<file path="src/rsadi_pkg.sv">
package rsadi_pkg;

  // Default widths of the pulse and time fields.
  localparam int unsigned PULSE_BITS_DEF = 12;
  localparam int unsigned TIME_BITS_DEF  = 32;
  localparam int unsigned SINCE_BITS     = 16;

  // Configuration register file.
  localparam int unsigned NUM_REGS     = 8;
  localparam int unsigned REG_IDX_BITS = 3;

  // Entries of the queue between classifier and sequencer.
  localparam int unsigned QUEUE_DEPTH = 2;

  // Result bus width, padded to whole bytes.
  localparam int unsigned OUT_DATA_BITS = 8;

  typedef enum logic [REG_IDX_BITS-1:0] {
    REG_ROLL_FS_MIN     = 3'd0,
    REG_ROLL_FS_MAX     = 3'd1,
    REG_PITCH_FS_MIN    = 3'd2,
    REG_PITCH_FS_MAX    = 3'd3,
    REG_THROTTLE_FS_MIN = 3'd4,
    REG_THROTTLE_FS_MAX = 3'd5,
    REG_KEY_FS_MIN      = 3'd6,
    REG_KEY_FS_MAX      = 3'd7
  } reg_idx_e;

  // Reset values of the failsafe windows, in microseconds.
  localparam int unsigned ROLL_FS_MIN_RST     = 998;
  localparam int unsigned ROLL_FS_MAX_RST     = 1002;
  localparam int unsigned PITCH_FS_MIN_RST    = 1995;
  localparam int unsigned PITCH_FS_MAX_RST    = 2000;
  localparam int unsigned THROTTLE_FS_MIN_RST = 1032;
  localparam int unsigned THROTTLE_FS_MAX_RST = 1036;
  localparam int unsigned KEY_FS_MIN_RST      = 998;
  localparam int unsigned KEY_FS_MAX_RST      = 1002;

  // Fixed stick windows, in microseconds.
  localparam int unsigned PREP_MIN_US         = 1900;
  localparam int unsigned PREP_MAX_US         = 2000;
  localparam int unsigned ARM_THR_MIN_US      = 1000;
  localparam int unsigned ARM_THR_MAX_US      = 1050;
  localparam int unsigned ARM_RP_MIN_US       = 940;
  localparam int unsigned ARM_RP_MAX_US       = 1060;
  localparam int unsigned DISARM_ROLL_MIN_US  = 1950;
  localparam int unsigned DISARM_ROLL_MAX_US  = 2000;
  localparam int unsigned DISARM_PITCH_MIN_US = 950;
  localparam int unsigned DISARM_PITCH_MAX_US = 1050;

  // Hold time for arm and disarm, and the signal loss timeout, in ms.
  localparam int unsigned HOLD_MS = 3000;
  localparam int unsigned LOSS_MS = 25;

  // Classification of one update, produced by the front end.
  typedef struct packed {
    logic frame_valid;
    logic win_all;
    logic thr_win;
    logic key_win;
    logic prep_key;
    logic arm_sticks;
    logic disarm_sticks;
    logic sig_loss;
  } cls_t;

  // Result flags; armed sits in bit 0.
  typedef struct packed {
    logic key_in_fs;
    logic throttle_in_fs;
    logic can_arm;
    logic arm_prep;
    logic signal_failsafe;
    logic combined_failsafe;
    logic armed;
  } result_t;

endpackage

</file>
<file path="src/rsadi_fifo.sv">
module rsadi_fifo
  import rsadi_pkg::*;
#(
  parameter int unsigned WIDTH = 8,
  parameter int unsigned DEPTH = QUEUE_DEPTH
) (
  input  logic             clk_i,
  input  logic             rst_ni,
  input  logic             push_i,
  input  logic [WIDTH-1:0] push_data_i,
  output logic             full_o,
  input  logic             pop_i,
  output logic [WIDTH-1:0] pop_data_o,
  output logic             empty_o
);

  localparam int unsigned PTR_W = (DEPTH > 1) ? $clog2(DEPTH) : 1;
  localparam int unsigned CNT_W = $clog2(DEPTH + 1);

  logic [WIDTH-1:0] mem_q [DEPTH];
  logic [PTR_W-1:0] wr_ptr_q, wr_ptr_d;
  logic [PTR_W-1:0] rd_ptr_q, rd_ptr_d;
  logic [CNT_W-1:0] count_q, count_d;
  logic             do_push, do_pop;

  assign full_o     = (count_q == CNT_W'(DEPTH));
  assign empty_o    = (count_q == '0);
  assign do_push    = push_i && !full_o;
  assign do_pop     = pop_i && !empty_o;
  assign pop_data_o = mem_q[rd_ptr_q];

  always_comb begin
    wr_ptr_d = wr_ptr_q;
    rd_ptr_d = rd_ptr_q;
    count_d  = count_q;
    if (do_push) begin
      wr_ptr_d = (wr_ptr_q == PTR_W'(DEPTH - 1)) ? '0 : wr_ptr_q + 1'b1;
    end
    if (do_pop) begin
      rd_ptr_d = (rd_ptr_q == PTR_W'(DEPTH - 1)) ? '0 : rd_ptr_q + 1'b1;
    end
    if (do_push && !do_pop) begin
      count_d = count_q + 1'b1;
    end else if (do_pop && !do_push) begin
      count_d = count_q - 1'b1;
    end
  end

  always_ff @(posedge clk_i or negedge rst_ni) begin
    if (!rst_ni) begin
      wr_ptr_q <= '0;
      rd_ptr_q <= '0;
      count_q  <= '0;
    end else begin
      wr_ptr_q <= wr_ptr_d;
      rd_ptr_q <= rd_ptr_d;
      count_q  <= count_d;
    end
  end

  always_ff @(posedge clk_i) begin
    if (do_push) begin
      mem_q[wr_ptr_q] <= push_data_i;
    end
  end

endmodule

</file>
<file path="src/rsadi_front.sv">
module rsadi_front
  import rsadi_pkg::*;
#(
  parameter int unsigned PULSE_BITS   = PULSE_BITS_DEF,
  parameter int unsigned TIME_BITS    = TIME_BITS_DEF,
  parameter int unsigned IN_DATA_BITS = 96
) (
  input  logic                    clk_i,
  input  logic                    rst_ni,
  input  logic                    s_axis_tvalid_i,
  output logic                    s_axis_tready_o,
  input  logic [IN_DATA_BITS-1:0] s_axis_tdata_i,
  input  logic                    s_axis_tuser_i,
  input  logic                    cfg_valid_i,
  output logic                    cfg_ready_o,
  input  logic [REG_IDX_BITS-1:0] cfg_index_i,
  input  logic [PULSE_BITS-1:0]   cfg_data_i,
  output logic                    push_o,
  output cls_t                    push_cls_o,
  output logic [TIME_BITS-1:0]    push_now_o,
  input  logic                    queue_full_i
);

  typedef logic [PULSE_BITS-1:0] pulse_t;

  localparam pulse_t PrepMin   = PULSE_BITS'(PREP_MIN_US);
  localparam pulse_t PrepMax   = PULSE_BITS'(PREP_MAX_US);
  localparam pulse_t ArmThrMin = PULSE_BITS'(ARM_THR_MIN_US);
  localparam pulse_t ArmThrMax = PULSE_BITS'(ARM_THR_MAX_US);
  localparam pulse_t ArmRpMin  = PULSE_BITS'(ARM_RP_MIN_US);
  localparam pulse_t ArmRpMax  = PULSE_BITS'(ARM_RP_MAX_US);
  localparam pulse_t DisRollMn = PULSE_BITS'(DISARM_ROLL_MIN_US);
  localparam pulse_t DisRollMx = PULSE_BITS'(DISARM_ROLL_MAX_US);
  localparam pulse_t DisPitMn  = PULSE_BITS'(DISARM_PITCH_MIN_US);
  localparam pulse_t DisPitMx  = PULSE_BITS'(DISARM_PITCH_MAX_US);
  localparam logic [SINCE_BITS-1:0] LossLimit = SINCE_BITS'(LOSS_MS);

  function automatic pulse_t reg_reset_val(reg_idx_e idx);
    pulse_t val;
    case (idx)
      REG_ROLL_FS_MIN:     val = PULSE_BITS'(ROLL_FS_MIN_RST);
      REG_ROLL_FS_MAX:     val = PULSE_BITS'(ROLL_FS_MAX_RST);
      REG_PITCH_FS_MIN:    val = PULSE_BITS'(PITCH_FS_MIN_RST);
      REG_PITCH_FS_MAX:    val = PULSE_BITS'(PITCH_FS_MAX_RST);
      REG_THROTTLE_FS_MIN: val = PULSE_BITS'(THROTTLE_FS_MIN_RST);
      REG_THROTTLE_FS_MAX: val = PULSE_BITS'(THROTTLE_FS_MAX_RST);
      REG_KEY_FS_MIN:      val = PULSE_BITS'(KEY_FS_MIN_RST);
      REG_KEY_FS_MAX:      val = PULSE_BITS'(KEY_FS_MAX_RST);
      default:             val = '0;
    endcase
    return val;
  endfunction

  function automatic logic in_win(pulse_t v, pulse_t lo, pulse_t hi);
    return (v >= lo) && (v <= hi);
  endfunction

  pulse_t                cfg_q [NUM_REGS];
  pulse_t                roll, pitch, thr, key;
  logic [SINCE_BITS-1:0] since;
  logic                  r_win, p_win;

  // Window registers; all eight are always writable.
  assign cfg_ready_o = 1'b1;

  always_ff @(posedge clk_i or negedge rst_ni) begin
    if (!rst_ni) begin
      for (int i = 0; i < NUM_REGS; i++) begin
        cfg_q[i] <= reg_reset_val(reg_idx_e'(REG_IDX_BITS'(i)));
      end
    end else if (cfg_valid_i) begin
      cfg_q[cfg_index_i] <= cfg_data_i;
    end
  end

  assign roll       = s_axis_tdata_i[0 +: PULSE_BITS];
  assign pitch      = s_axis_tdata_i[PULSE_BITS +: PULSE_BITS];
  assign thr        = s_axis_tdata_i[2*PULSE_BITS +: PULSE_BITS];
  assign key        = s_axis_tdata_i[3*PULSE_BITS +: PULSE_BITS];
  assign since      = s_axis_tdata_i[4*PULSE_BITS +: SINCE_BITS];
  assign push_now_o = s_axis_tdata_i[4*PULSE_BITS+SINCE_BITS +: TIME_BITS];

  assign r_win = in_win(roll, cfg_q[REG_ROLL_FS_MIN], cfg_q[REG_ROLL_FS_MAX]);
  assign p_win = in_win(pitch, cfg_q[REG_PITCH_FS_MIN], cfg_q[REG_PITCH_FS_MAX]);

  always_comb begin
    push_cls_o.frame_valid   = s_axis_tuser_i;
    push_cls_o.thr_win       = in_win(thr, cfg_q[REG_THROTTLE_FS_MIN],
                                      cfg_q[REG_THROTTLE_FS_MAX]);
    push_cls_o.key_win       = in_win(key, cfg_q[REG_KEY_FS_MIN], cfg_q[REG_KEY_FS_MAX]);
    push_cls_o.win_all       = r_win && p_win && push_cls_o.thr_win && push_cls_o.key_win;
    push_cls_o.prep_key      = in_win(key, PrepMin, PrepMax);
    push_cls_o.arm_sticks    = in_win(thr, ArmThrMin, ArmThrMax) &&
                               in_win(roll, ArmRpMin, ArmRpMax) &&
                               in_win(pitch, ArmRpMin, ArmRpMax);
    push_cls_o.disarm_sticks = in_win(roll, DisRollMn, DisRollMx) &&
                               in_win(pitch, DisPitMn, DisPitMx);
    push_cls_o.sig_loss      = (since > LossLimit);
  end

  assign s_axis_tready_o = !queue_full_i;
  assign push_o          = s_axis_tvalid_i && !queue_full_i;

endmodule

</file>
<file path="src/rsadi_back.sv">
module rsadi_back
  import rsadi_pkg::*;
#(
  parameter int unsigned TIME_BITS = TIME_BITS_DEF
) (
  input  logic                 clk_i,
  input  logic                 rst_ni,
  input  logic                 in_valid_i,
  output logic                 in_ready_o,
  input  cls_t                 in_cls_i,
  input  logic [TIME_BITS-1:0] in_now_i,
  output logic                 out_valid_o,
  input  logic                 out_ready_i,
  output result_t              out_result_o
);

  typedef logic [TIME_BITS-1:0] time_t;

  localparam time_t HoldTime = TIME_BITS'(HOLD_MS);

  logic    armed_q, armed_d;
  logic    comb_q, comb_d;
  logic    sig_q, sig_d;
  logic    thr_q, thr_d;
  logic    key_q, key_d;
  logic    prep_q, prep_d;
  logic    hold_q, hold_d;
  logic    done_q, done_d;
  time_t   start_q, start_d;
  logic    dhold_q, dhold_d;
  time_t   dstart_q, dstart_d;
  logic    out_valid_q;
  result_t result_q, result_d;
  logic    pop;
  logic    arm_el_ok, dis_el_ok;

  assign in_ready_o = !out_valid_q || out_ready_i;
  assign pop        = in_valid_i && in_ready_o;

  // Elapsed times wrap with the clock.
  assign arm_el_ok = (time_t'(in_now_i - start_q) >= HoldTime);
  assign dis_el_ok = (time_t'(in_now_i - dstart_q) >= HoldTime);

  always_comb begin
    logic armed_mid;
    armed_mid = armed_q;
    comb_d    = comb_q;
    sig_d     = sig_q;
    thr_d     = thr_q;
    key_d     = key_q;
    prep_d    = prep_q;
    hold_d    = hold_q;
    done_d    = done_q;
    start_d   = start_q;
    dhold_d   = dhold_q;
    dstart_d  = dstart_q;

    if (in_cls_i.frame_valid) begin
      comb_d = in_cls_i.win_all;
      thr_d  = in_cls_i.thr_win;
      key_d  = in_cls_i.key_win;
      prep_d = in_cls_i.prep_key;
      sig_d  = 1'b0;

      // The arm timer only lives while prep and the arm sticks are held; a cleared
      // timer has a zero start and done, so clearing it again changes nothing.
      if (in_cls_i.prep_key && in_cls_i.arm_sticks) begin
        if (!hold_q) begin
          hold_d  = 1'b1;
          start_d = in_now_i;
          done_d  = 1'b0;
        end else if (!done_q && arm_el_ok && !armed_q) begin
          armed_mid = 1'b1;
          done_d    = 1'b1;
        end
      end else begin
        hold_d  = 1'b0;
        done_d  = 1'b0;
        start_d = '0;
      end

      // Disarm hold, seen with the armed state of this same frame.
      if (armed_mid) begin
        if (in_cls_i.disarm_sticks) begin
          if (!dhold_q) begin
            dhold_d  = 1'b1;
            dstart_d = in_now_i;
          end else if (dis_el_ok) begin
            armed_mid = 1'b0;
            dhold_d   = 1'b0;
            dstart_d  = '0;
          end
        end else if (dhold_q) begin
          dhold_d  = 1'b0;
          dstart_d = '0;
        end
      end
    end else begin
      comb_d  = 1'b0;
      thr_d   = 1'b0;
      key_d   = 1'b0;
      prep_d  = 1'b0;
      hold_d  = 1'b0;
      done_d  = 1'b0;
      start_d = '0;
      sig_d   = sig_q || in_cls_i.sig_loss;
    end
    armed_d = armed_mid;

    result_d.armed             = armed_d;
    result_d.combined_failsafe = comb_d;
    result_d.signal_failsafe   = sig_d;
    result_d.arm_prep          = prep_d;
    // A hold that starts on this frame has zero elapsed time, so only a
    // hold carried over can qualify; its start is then unchanged.
    result_d.can_arm           = prep_d && hold_d && hold_q && arm_el_ok;
    result_d.throttle_in_fs    = thr_d;
    result_d.key_in_fs         = key_d;
  end

  always_ff @(posedge clk_i or negedge rst_ni) begin
    if (!rst_ni) begin
      armed_q     <= 1'b0;
      comb_q      <= 1'b0;
      sig_q       <= 1'b0;
      thr_q       <= 1'b0;
      key_q       <= 1'b0;
      prep_q      <= 1'b0;
      hold_q      <= 1'b0;
      done_q      <= 1'b0;
      start_q     <= '0;
      dhold_q     <= 1'b0;
      dstart_q    <= '0;
      out_valid_q <= 1'b0;
    end else begin
      if (pop) begin
        armed_q  <= armed_d;
        comb_q   <= comb_d;
        sig_q    <= sig_d;
        thr_q    <= thr_d;
        key_q    <= key_d;
        prep_q   <= prep_d;
        hold_q   <= hold_d;
        done_q   <= done_d;
        start_q  <= start_d;
        dhold_q  <= dhold_d;
        dstart_q <= dstart_d;
      end
      if (pop) begin
        out_valid_q <= 1'b1;
      end else if (out_ready_i) begin
        out_valid_q <= 1'b0;
      end
    end
  end

  always_ff @(posedge clk_i) begin
    if (pop) begin
      result_q <= result_d;
    end
  end

  assign out_valid_o  = out_valid_q;
  assign out_result_o = result_q;

endmodule

</file>
<file path="src/rc_stick_arm_disarm_interlock.sv">
// Stick arm/disarm interlock for an RC receiver. Each input item is one
// receiver update; the block answers every item with exactly one result item
// carrying seven status flags taken after that update. The block sustains one
// item per clock while the master side takes results: a classifier checks
// the pulse widths against the eight failsafe window registers and the fixed
// stick windows as the item is accepted and writes the outcome into a
// two-entry queue, and a sequencer pops one entry per cycle while its result
// register is free or being drained, advances the arm and disarm timers and
// registers the result. A result passes through the queue and the result
// register before it appears on the master side. The sequencer keeps popping
// while the result register is being drained, so both sides may stall
// independently. Window registers are written through the cfg channel, which
// is always ready; write them only while no item is in flight.
module rc_stick_arm_disarm_interlock
  import rsadi_pkg::*;
#(
  parameter int unsigned PULSE_BITS = PULSE_BITS_DEF,
  parameter int unsigned TIME_BITS  = TIME_BITS_DEF
) (
  input  logic                    clk_i,
  input  logic                    rst_ni,

  input  logic                    s_axis_tvalid_i,
  output logic                    s_axis_tready_o,
  // tdata from bit 0 up: roll_us, pitch_us, throttle_us, key_us (PULSE_BITS
  // each), since_frame_ms (16), now_ms (TIME_BITS), zero padding.
  input  logic [((4*PULSE_BITS+SINCE_BITS+TIME_BITS+7)/8)*8-1:0] s_axis_tdata_i,
  // tuser: frame_valid.
  input  logic                    s_axis_tuser_i,

  output logic                    m_axis_tvalid_o,
  input  logic                    m_axis_tready_i,
  // tdata from bit 0 up: armed, combined_failsafe, signal_failsafe,
  // arm_prep, can_arm, throttle_in_fs, key_in_fs, zero padding.
  output logic [OUT_DATA_BITS-1:0] m_axis_tdata_o,

  input  logic                    cfg_valid_i,
  output logic                    cfg_ready_o,
  input  logic [REG_IDX_BITS-1:0] cfg_index_i,
  input  logic [PULSE_BITS-1:0]   cfg_data_i
);

  localparam int unsigned IN_DATA_BITS = ((4*PULSE_BITS + SINCE_BITS + TIME_BITS + 7) / 8) * 8;
  localparam int unsigned QW = $bits(cls_t) + TIME_BITS;

  logic                 push, queue_full, queue_empty, pop;
  cls_t                 push_cls, pop_cls;
  logic [TIME_BITS-1:0] push_now, pop_now;
  result_t              result;

  rsadi_front #(
    .PULSE_BITS   (PULSE_BITS),
    .TIME_BITS    (TIME_BITS),
    .IN_DATA_BITS (IN_DATA_BITS)
  ) u_front (
    .clk_i           (clk_i),
    .rst_ni          (rst_ni),
    .s_axis_tvalid_i (s_axis_tvalid_i),
    .s_axis_tready_o (s_axis_tready_o),
    .s_axis_tdata_i  (s_axis_tdata_i),
    .s_axis_tuser_i  (s_axis_tuser_i),
    .cfg_valid_i     (cfg_valid_i),
    .cfg_ready_o     (cfg_ready_o),
    .cfg_index_i     (cfg_index_i),
    .cfg_data_i      (cfg_data_i),
    .push_o          (push),
    .push_cls_o      (push_cls),
    .push_now_o      (push_now),
    .queue_full_i    (queue_full)
  );

  // The queue carries the classification and the timestamp of each item.
  rsadi_fifo #(
    .WIDTH (QW),
    .DEPTH (QUEUE_DEPTH)
  ) u_queue (
    .clk_i       (clk_i),
    .rst_ni      (rst_ni),
    .push_i      (push),
    .push_data_i ({push_cls, push_now}),
    .full_o      (queue_full),
    .pop_i       (pop),
    .pop_data_o  ({pop_cls, pop_now}),
    .empty_o     (queue_empty)
  );

  rsadi_back #(
    .TIME_BITS (TIME_BITS)
  ) u_back (
    .clk_i        (clk_i),
    .rst_ni       (rst_ni),
    .in_valid_i   (!queue_empty),
    .in_ready_o   (pop),
    .in_cls_i     (pop_cls),
    .in_now_i     (pop_now),
    .out_valid_o  (m_axis_tvalid_o),
    .out_ready_i  (m_axis_tready_i),
    .out_result_o (result)
  );

  assign m_axis_tdata_o = OUT_DATA_BITS'(result);

endmodule

</file>
<file path="config.mk">
export PLATFORM = sky130hd
export DESIGN_NAME = rc_stick_arm_disarm_interlock
export DESIGN_NICKNAME = d
export VERILOG_FILES = /design/src/rsadi_pkg.sv /design/src/rsadi_fifo.sv /design/src/rsadi_front.sv /design/src/rsadi_back.sv /design/src/rc_stick_arm_disarm_interlock.sv
export SDC_FILE = /design/constraint.sdc
export NUM_CORES = 1
export LEC_CHECK = 0
export ABC_AREA = 1
export BUFFER_PORTS_ARGS = -buffer_cell sky130_fd_sc_hd__buf_2
export CAP_MARGIN = 20
export CELL_PAD_IN_SITES_DETAIL_PLACEMENT = 1
export CELL_PAD_IN_SITES_GLOBAL_PLACEMENT = 1
export CORE_MARGIN = 4
export CORE_UTILIZATION = 27
export DETAILED_ROUTE_END_ITERATION = 12
export PLACE_DENSITY = 0.59
export SYNTH_ARGS = -nofsm -noshare
export SYNTH_HDL_FRONTEND = slang
export SYNTH_SLANG_ARGS = --single-unit
</file>
<file path="constraint.sdc">
create_clock -name clk_i -period 4.5 [get_ports clk_i]
set_input_delay 1.125 -clock clk_i [delete_from_list [all_inputs] [get_ports clk_i]]
set_output_delay 1.125 -clock clk_i [all_outputs]
set_load 0.01 [all_outputs]
</file>
Word level (Yosys, flattened, before mapping)

Memory sizes are Yosys's and may differ from the RTL's.
Cells that the tools add are included.

Register bits: 177
RAM bits: 80
Input port bits: 117
Output and inout port bits: 11
Logic and storage cells: 144
Memories: 1

Memories:

| name          | depth | bits a word | read ports | clocked after Yosys merged registers in | wr ports | RTL line         | source |
|---|---|---|---|---|---|---|---|
| u_queue.mem_q | 2     | 40          | 1          | 0                                       | 1        | rsadi_fifo.sv:20 | `logic [WIDTH-1:0] mem_q [DEPTH];` |

Add/sub/neg operators: 6
$lt $le $gt $ge: 25
Equal/unequal tests: 4
Mux-type cells: 36
Bitwise logic cells: 1
Reduce and logical (&&, ||, !) cells: 45

Operators with widths:

| cell                                                                              | count |
|---|---|
| 32-bit 2-to-1 mux                                                                 | 7 |
| 96-bit bitwise mux                                                                | 1 |
| 12-bit by 11-bit <= comparator with 1-bit output (second input constant)          | 6 |
| 32-bit by 12-bit >= comparator with 1-bit output (second input constant)          | 2 |
| 32-bit subtractor                                                                 | 2 |
| 12-bit by 10-bit >= comparator with 1-bit output (second input constant)          | 4 |
| 12-bit >= comparator                                                              | 4 |
| 12-bit <= comparator                                                              | 4 |
| 12-bit demux with 3-bit select                                                    | 1 |
| 1-bit logical AND                                                                 | 28 |
| 12-bit by 11-bit >= comparator with 1-bit output (second input constant)          | 2 |
| 1-bit 2-to-1 mux                                                                  | 24 |
| 16-bit by 5-bit greater-than comparator with 1-bit output (second input constant) | 1 |
| 12-bit 2-to-1 mux                                                                 | 1 |
| 1-bit zero test                                                                   | 7 |
| 3-bit != test (second input constant)                                             | 2 |
| 2-bit nonzero test                                                                | 3 |
| 5-bit AND reduction                                                               | 1 |
| 4-bit >= comparator (second input constant)                                       | 1 |
| 4-bit by 1-bit less-than comparator with 1-bit output (second input constant)     | 1 |
| 2-bit 2-to-1 mux                                                                  | 2 |
| 4-bit != test (second input constant)                                             | 1 |
| 3-bit inverter with 4-bit output                                                  | 1 |
| 2-bit AND reduction                                                               | 2 |
| 7 further kinds                                                                   | 9 |

Logic depth before layout (Yosys ltp)

Gate-level depths: netlist (run 1).
An unclocked memory read counts as a cell.

Depth in word-level cells: 11
Depth in mapped cells: 28
Depth with buffers taken out: 27

Modules after synthesis

From an unflattened synthesis (run 1), not the netlist that was laid out.

Cell total of the unflattened synthesis: 2657
Area, all modules: 18515.3 um^2

Modules (own cells, without submodules):

| module                        | times used | cells an instance | area an instance (um^2) | seq. area each (um^2) |
|---|---|---|---|---|
| rsadi_back                    | 1          | 1505              | 8519.4                  | 1961.9 |
| rsadi_front                   | 1          | 908               | 6834.1                  | 2461.1 |
| rsadi_fifo                    | 1          | 241               | 3146.8                  | 2502.4 |
| rc_stick_arm_disarm_interlock | 1          | 3                 | 15.0                    | 0.0 |

Worst setup path after synthesis (run 1)

No wires, ideal clock.

Kind: input-to-reg
From: input s_axis_tvalid_i
To: memory u_queue.mem_q[1][0] (netlist bit), enable pin
Setup time: 0.439 ns
Arrival: 2.920 ns
Data required time: 4.061 ns
Setup slack: 1.141 ns
Stages on the path: 2
Path buffers: 0
Cell sequence: nand2_1 > nor2_1

Word-level cells in the longest chain between the ends: 4

Ends and longest elaborated chain:

| item                                   | RTL line                            | source |
|---|---|---|
| from (decl)                            | rc_stick_arm_disarm_interlock.sv:23 | `input logic s_axis_tvalid_i,` |
| 1-bit logical AND                      | rsadi_front.sv:102                  | `assign push_o = s_axis_tvalid_i && !queue_full_i;` |
| 1-bit logical AND                      | rsadi_fifo.sv:28                    | `assign do_push = push_i && !full_o;` |
| 1-bit 2-to-1 mux                       | rsadi_fifo.sv:62                    | `if (do_push) begin` |
| 1-bit 2-to-1 mux (implied by the code) | rsadi_fifo.sv:63                    | `mem_q[wr_ptr_q] <= push_data_i;` |
| to (decl)                              | rsadi_fifo.sv:20                    |  |

Every way passes these cells.

Worst setup path after layout (run 1)

From: register u_queue.rd_ptr_q
To: register u_back.dstart_q[3]

Word-level cells in the longest chain between the ends: 10
Elaborated cells between the ends (all ways): 17
Classes of those cells: 2 x add/sub; 2 x order compare; 1 x eq/ne; 6 x mux; 5 x reduce/logical; 1 x memory

Ends and longest elaborated chain:

| item                                             | RTL line          | source |
|---|---|---|
| from (decl)                                      | rsadi_fifo.sv:22  | `logic [PTR_W-1:0] rd_ptr_q, rd_ptr_d;` |
| from (signal assigned)                           | rsadi_fifo.sv:56  | `rd_ptr_q <= rd_ptr_d;` |
| memory 2 x 40 bit (*)                            | -                 |  |
| 32-bit subtractor                                | rsadi_back.sv:41  | `assign arm_el_ok = (time_t'(in_now_i - start_q) >= HoldTime);` |
| 32-bit by 12-bit >= comparator with 1-bit output | rsadi_back.sv:41  |  |
| 1-bit logical AND (2 in series)                  | rsadi_back.sv:72  | `end else if (!done_q && arm_el_ok && !armed_q) begin` |
| 1-bit 2-to-1 mux                                 | rsadi_back.sv:72  |  |
| 1-bit 2-to-1 mux                                 | rsadi_back.sv:68  | `if (!hold_q) begin` |
| 1-bit 2-to-1 mux                                 | rsadi_back.sv:67  | `if (in_cls_i.prep_key && in_cls_i.arm_sticks) begin` |
| 1-bit 2-to-1 mux                                 | rsadi_back.sv:58  | `if (in_cls_i.frame_valid) begin` |
| 5-bit AND reduction (no source line)             | -                 |  |
| to (signal assigned)                             | rsadi_back.sv:147 | `dstart_q <= dstart_d;` |
| to (decl)                                        | rsadi_back.sv:31  | `time_t dstart_q, dstart_d;` |

Mark *: on every way between the ends. The rest lies on a longest branch, timed or not. The select of a mux whose other input is x is not followed.
A chain may end at the register's enable or synchronous reset.

==> results.ini, run 1 <==
[routing]
drc = 0
drt-pass1-iter-count = 5
drtAntennaViolNets = 0
vias_per_cell = 4.58
wire_per_inst_um = 16.4
drt_wl_total_um = 57200
drt-initial-drc-count = 548
vias = 16000

[critical_path]
critPathSlowestCell = o21ai_0
cp.required_ns = 5.00
cp_top_family = simple AND/OR/NAND/NOR gates
critPathMaxStageDelay_ns = 0.76
path_cells = o21ai_0, inv_2, ha_1, nand2_1, nor2_1, nand2_1, nand3_2, nand2_1, nand2_1, nand2_1, nand3_1, nand2_1, nor2_1, nand2_1, nor2_2, nand3_2, nand2_1, nand3_4, nand4_4, nand2_1, nand2_1
path_class = reg -> reg
cp_common_cell = nand2_1
start_kind = flop
crit_arrival_ns = 4.58
crit_fanout = 8
crit_path_start = u_queue.rd_ptr_q
end_kind = flop
rr_startpoint = u_queue.rd_ptr_q
cp_num_buf_inv = 1

[grt]
grt_use_total_pct = 15.9
grt_pass1_vias = 17000
grt_max_degree = 86
grt_pass1_wl_um = 90300
grt-ovfl-total = 0
antenna_found_initial = 6

[cells_and_area]
fillers = 8202
ff_latch_area_sq_um = 6930
post-route-util_pct = 31.5
drive_gt1_share_pct = 11.6
area_growth_pct = 15.6
multi_input_area_sq_um = 9000
nets = 2873

[sta]
skew_ns = 0.0185
maxSlewViolCount = 0
post-route-period-util_pct = 90.8
setup_viol = 0
worst_slack_ns = 0.416
max_freq_ghz = 0.245
min_period_ns = 4.08
worst_pin_slew_ns = 0.944
rsz0062_at_grt = false
relSlewSlack_pct = 36.4
finalSetupTns_ns = 0
hold_viol = 0

[placement]
dp_hpwl_um = 45300
gp_congestion = 0.849
dp_slack_ns = 0.193
numPortBuffers = 124

[yosys]
yosys_warnings = 0
synth.area.mux_share_pct = 0.0560
ys_seq_elements = 257
synthAdderAreaFrac_pct = 11.4
synth_top_family_by_area = simple AND/OR/NAND/NOR gates
seq_area_frac_synth_pct = 38.8
synth_ff_type = dfrtp_1
synth_xor_area_share_pct = 0.679
synthSimpleGateAreaFrac_pct = 28.1
synthCells = 2465
synthesis.nets = 2744
ys_types = 50
synth_edf_count = 87
synth_compound_area_share_pct = 9.44
synth-async-reset-ratio_pct = 66.1
syn_area_sq_um = 17900
synth_area_per_cell_sq_um = 7.25

[pwr]
power_density_nw_per_um2 = 749
finalPower_mw = 15.5
vdd_drop_max_v = 0.000316
p_leak_nw = 10.6

[cts]
clock_path_buffers = 3
post_cts_buffers = 0
cts_max_level = 1
cts_buffers = 31
cts_hold_buf = 0
cts_root_buf = clkbuf_16
clkTransAtPathRegs_ns = 0.06
clk_latency_ns = 0.58
cts_tree = yes
cts_sinks = 257

[hold_path]
hold_class = reg -> reg
min_from = u_back.dstart_q[16]

[floorplanning]
fp.coreArea_sq_um = 65600
std_cell_rows = 94
initial_core_util_pct = 27.2
fp.dieArea_sq_um = 70300
die_w_um = 265
pin_count = 128
chipHeight_um = 265

[job]
maxCapViolations = 0

[status]
outcome = completed

## final cells by class
class,count,share of cell area [%]
sequential,257,33.5
clock inverter,15,0.818
antenna,5,0.0606
clock buffer,43,4.22
tap,864,5.24
timing repair buffer,138,3.69
multi-input combinational,1680,43.6
inverter,486,8.84
## placed cells by master (no fill, tap or decap), types with 5 or more instances in the layout
| cell | count |
|---|---|
| inv_2 | 14 |
| buf_2 | 123 |
| o21bai_1 | 7 |
| nor2_2 | 8 |
| nor4_1 | 7 |
| nand3b_1 | 10 |
| o21ai_0 | 125 |
| o211ai_1 | 6 |
| xor2_1 | 5 |
| edfxtp_1 | 87 |
| nand2_2 | 12 |
| clkbuf_1 | 8 |
| a21o_1 | 8 |
| dfrtp_1 | 123 |
| buf_4 | 11 |
| a21oi_1 | 91 |
| ha_1 | 160 |
| nand3_1 | 80 |
| a211oi_1 | 9 |
| clkbuf_16 | 32 |
| diode_2 | 5 |
| or2_2 | 5 |
| nand2_1 | 839 |
| nor3_1 | 18 |
| nand3_2 | 5 |
| dfstp_2 | 47 |
| a31oi_1 | 7 |
| clkinv_2 | 6 |
| nand4_1 | 64 |
| nor2_1 | 130 |
| o22ai_1 | 32 |
| inv_1 | 470 |
| nor3_2 | 7 |
| xnor2_1 | 7 |
## worst register-to-register path, delay by kind of cell (launching register included)
family / cells / cell delay, ns
AO/OA/AOI/OAI: 1 / 0.77
adder cells (fa/ha/maj): 1 / 0.37
buffers and inverters: 1 / 0.23
flip-flops: 1 / 0.41
AND/OR/NAND/NOR: 18 / 2.24
## metal layers
layer,global-route usage (%),share of wire (%)
met5,0,0.049
met4,3.83,2.2
met3,1.80,2.4
met2,30.3,52
met1,19.1,43
## through the flow
stage	instance area, sq um	hold slack [ns]	instances
global placement	19500	0.455	3421
global route	20600	0.500	3483
detailed placement	19500	0.462	3422
finish	20600	0.477	3488
CTS	20600	0.476	3480
floorplan	17900	0.442	2465
## state kept, by name (all words and copies together) (netlist names)
| register | count |
|---|---|
| u_front.cfg_q | 96 |
| u_queue.mem_q | 80 |
| u_back.dstart_q | 32 |
| u_back.start_q | 32 |
| u_back.out_result_o | 7 |
| u_queue.count_q | 2 |
| u_back.armed_q | 1 |
| u_back.dhold_q | 1 |
| u_back.done_q | 1 |
| u_back.hold_q | 1 |
| u_back.out_valid_o | 1 |
| u_back.sig_q | 1 |
| u_queue.rd_ptr_q | 1 |
| u_queue.wr_ptr_q | 1 |
## report_power, final
| group | switching [mW] | total, mW | internal, mW |
|---|---|---|---|
| logic | 6.54 | 9.52 | 2.99 |
| clock network | 1.03 | 2.56 | 1.53 |
| registers | 0.261 | 3.38 | 3.12 |
## Yosys cell counts (2+ instances only)
cell	number	area share, %
nor4_1	7	0.25
a31oi_1	7	0.25
nor2_4	2	0.13
nand2_1	839	18
fa_1	2	0.22
nand2_2	12	0.42
nor3_2	6	0.34
nand3_2	6	0.34
a21oi_1	93	2.6
dfrtp_1	123	17
or2_2	5	0.18
inv_2	13	0.27
o21bai_1	7	0.29
buf_4	5	0.21
xor2_1	5	0.25
inv_1	471	9.9
o41ai_1	3	0.15
and2_1	3	0.11
nand4_1	64	2.2
nor2_1	133	2.8
nand3_1	80	2.2
clkinv_1	2	0.042
o2111ai_1	2	0.098
edfxtp_1	87	15
o21a_1	3	0.13
a211oi_1	9	0.38
nand3b_1	10	0.42
ha_1	160	11
o22ai_1	32	1.1
conb_1	2	0.042
buf_2	6	0.17
o211ai_1	6	0.25
dfstp_2	47	6.9
o21ai_0	125	3.5
clkbuf_1	30	0.63
a21o_1	8	0.34
a21oi_2	3	0.15
nor3_1	19	0.53
o21ai_1	2	0.056
nor2_2	7	0.25
buf_6	4	0.25
xnor2_1	7	0.34
## timing repair
item / in CTS / in global routing
endpoints found under the setup margin: 0 / 32
resized for setup: 0 / 5
hold endpoints to repair: 0 / 0
## cell families after synthesis
| group | count (synthesis) |
|---|---|
| compound gates | 302 |
| simple gates | 1197 |
| mux | 1 |
| other cells | 2 |
| flops | 257 |
| fa+ha+maj | 162 |
| buf+inv | 531 |
| xor+xnor | 13 |
## path summary, 6_finish.rpt
kind	to	slack (ns)	cells after the start
worst max-delay path	u_back.dstart_q[3]	0.42	21
worst min-delay path	u_back.dstart_q[16]	0.48	2
worst max register to register	u_back.dstart_q[3]	0.42	21
worst min register to register	u_back.dstart_q[16]	0.48	2
max in group asynchronous	u_front.cfg_q[3]	2.90	2
min in group asynchronous	u_back.dstart_q[3]	0.62	1
Note: power is estimated with default switching activity, not from simulation.
==> run 2, diff against run 1 <==
--- a/config.mk
+++ b/config.mk
@@ -12,7 +12,7 @@
 export CELL_PAD_IN_SITES_GLOBAL_PLACEMENT = 1
 export CORE_MARGIN = 4
-export CORE_UTILIZATION = 27
+export CORE_UTILIZATION = 35
 export DETAILED_ROUTE_END_ITERATION = 12
-export PLACE_DENSITY = 0.59
+export PLACE_DENSITY = 0.71
 export SYNTH_ARGS = -nofsm -noshare
 export SYNTH_HDL_FRONTEND = slang
==> constraint.sdc (replaced) <==
create_clock -name clk_i -period 4.5 [get_ports clk_i]
set_input_delay 0 -clock clk_i [delete_from_list [all_inputs] [get_ports clk_i]]
set_output_delay 0 -clock clk_i [all_outputs]
set_load 0.01 [all_outputs]
==> results.ini, run 2 (synthesis results as in run 1) <==
[cts]
cts_max_level = 1  ; unchanged
clkTransAtPathRegs_ns = 0.06  ; about the same
cts_sinks = 257  ; unchanged
clock_path_buffers = 3  ; unchanged
clk_latency_ns = 0.57  ; about the same
cts_root_buf = clkbuf_16
cts_buffers = 29  ; -6.5%
cts_tree = yes

[cells_and_area]
largest_registers = u_front.cfg_q: 96 flops, u_queue.mem_q: 80 flops
fillers = 6424  ; -22%
regMostFlops = u_front.cfg_q
nets = 2928  ; +1.9%
area_growth_pct = 17.1
layoutNonFillerInstCount = 3344  ; -4.1%
drive_gt1_share_pct = 11.6  ; +0.037 points
mostFrequentLayoutCells = nand2_1 (839), inv_1 (470), ha_1 (158)
layout_commonest_cell = nand2_1
multi_input_area_sq_um = 8960  ; -0.45%
largest_register_ffs = 96  ; unchanged
fin_area_sq_um = 20900  ; +1.3%
ff_latch_area_sq_um = 6930  ; about the same

[pwr]
vdd_drop_max_v = 0.000305  ; -3.5%
power_density_nw_per_um2 = 736  ; -1.6%
p_leak_nw = 10.8  ; +2.1%

[sta]
worst_slack_ns = 0.440  ; +0.0244 ns
hold_viol = 0  ; unchanged
maxSlewViolCount = 0  ; unchanged
post-route-period-util_pct = 90.2  ; -0.54 points
worst_pin_slew_ns = 0.966  ; +0.0221 ns
finalSetupTns_ns = 0  ; unchanged
whs_ns = 0.0441  ; -0.433 ns
rsz0062_at_grt = false
skew_ns = 0.0213  ; +0.00288 ns
relSlewSlack_pct = 34.9  ; -1.5 points
min_period_ns = 4.06  ; -0.0244 ns
max_freq_ghz = 0.246  ; +0.60%
setup_viol = 0  ; unchanged

[grt]
grt_max_degree = 88  ; +2.3%
antenna_found_initial = 1  ; -5
grt-ovfl-total = 0  ; unchanged
grt_use_total_pct = 20.2  ; +4.3 points
grt_pass1_vias = 17400  ; +2.3%
grt_pass1_wl_um = 89600  ; -0.80%

[floorplanning]
std_cell_rows = 82  ; -13%
initial_core_util_pct = 35.5  ; +8.3 points
die_w_um = 234  ; -12%
fp.coreArea_sq_um = 50300  ; -23%
chipHeight_um = 234  ; -12%
pin_count = 128  ; unchanged
fp.dieArea_sq_um = 54700  ; -22%

[routing]
drt-initial-drc-count = 712  ; +30%
vias = 16500  ; +3.1%
drt_wl_total_um = 55700  ; -2.8%
wire_per_inst_um = 16.6  ; +1.4%
drt-pass1-iter-count = 7  ; +2
vias_per_cell = 4.92  ; +7.5%
drtAntennaViolNets = 0  ; unchanged
drc = 0  ; unchanged

[placement]
dp_hpwl_um = 43300  ; -4.3%
dp_slack_ns = 0.232  ; +0.0394 ns
gp_congestion = 0.866  ; +1.9%
dpl.cell_count = 3231  ; -5.6%
numPortBuffers = 124  ; unchanged
dpl_cell_area_sq_um = 19300  ; -1.3%

[critical_path]
start_kind = flop
end_kind = flop
crit_arrival_ns = 4.56  ; -0.02 ns
path_class = reg -> reg
crit_fanout = 17  ; +9
rr_worst_depth = 23  ; +9.5%
cp.required_ns = 5.00  ; about the same

[hold_path]
holdPathStages = 6  ; +4
hold_class = in -> reg

[job]
maxCapViolations = 0  ; unchanged

[status]
outcome = completed

==> run 2: cell count changes in the layout (fill, tap and decap cells not counted), moves of 2 or more <==
cell and change:
nand4_4 -2, clkinvlp_4 +3, ha_1 -2, inv_4 +2, clkbuf_1 -7, clkinv_2 -3, ha_2 +2, diode_2 -4
dlygate4sd3_1 +56, buf_4 +5
==> run 2: cell type report <==
cell class / instances / share of cell area, %
inverter: 486 / 8.74
timing repair buffer: 197 / 6.35
antenna: 1 / 0.0120
multi-input combinational: 1678 / 42.8
clock buffer: 34 / 3.86
clock inverter: 19 / 1.09
sequential: 257 / 33.1
tap: 672 / 4.02
==> run 2: worst paths after layout <==
kind                                      from  slack [ns]             endpoint
hold reg to reg            u_back.dstart_q[14]        0.47  u_back.dstart_q[14]
setup reg to reg              u_queue.rd_ptr_q        0.44  u_back.dstart_q[26]
max in group asynchronous               rst_ni        3.40    u_front.cfg_q[39]
setup / recovery              u_queue.rd_ptr_q        0.44  u_back.dstart_q[26]
hold / removal                  cfg_index_i[0]        0.04     u_front.cfg_q[7]
min in group asynchronous               rst_ni        0.08   u_back.dstart_q[2]
==> run 2: metal layers <==
metal | GRT usage (%) | vias to the layer above | routed length [um] | share of wire, %
met1 | 25.5 | 7985 | 24100 | 43
met2 | 37.3 | 212 | 28500 | 51
met5 | 0 | - | 0 | 0
li1 | - | 8186 | - | -
met3 | 2.17 | 68 | 1830 | 3.3
met4 | 4.38 | 0 | 1240 | 2.2
==> run 2: metrics by stage <==
stage | total power [mW] | util (%)
2_1_floorplan | 10.1 | -
3_3_place_gp | 12.5 | 38.3
3_5_place_dp | 12.8 | 38.3
4_1_cts | 15.5 | 41.5
5_1_grt | 17.1 | 41.6
6_report | 15.4 | 41.6
==> run 2: power breakdown <==
group	internal, mW	leakage [nW]	total (mW)	switching, mW
combinational	3.03	7.40	9.45	6.42
sequential	3.12	2.91	3.39	0.275
clock	1.52	0.506	2.56	1.04
total	7.67	10.8	15.4	7.73
==> run 2: critical path: stages (launching register included) <==
cell        delay (ns)
dfrtp_2           0.46
clkinvlp_4        0.21
buf_4             0.26
nand2_1           0.09
nand2_1           0.18
ha_1              0.46
nand2_1           0.18
inv_2             0.09
nand2_1           0.09
nor3_2            0.24
nand3_1           0.17
nand3_1           0.11
nand2_1           0.06
nand2_1           0.06
nand2_1           0.05
nor2_1            0.10
nand2_1           0.07
nor2_1            0.16
nand2_2           0.13
nand2_4           0.10
nand2_2           0.16
nand4_4           0.30
nand2_1           0.12
nand2_1           0.09
==> run 2: repair_timing <==
| action | 4_1_cts | 5_1_grt |
|---|---|---|
| setup buffers | 0 | 2 |
| resized for setup | 0 | 6 |
| hold buffers | 56 | 0 |
| setup endpoints to repair | 0 | 32 |
| endpoints found under the hold margin | 214 | 0 |
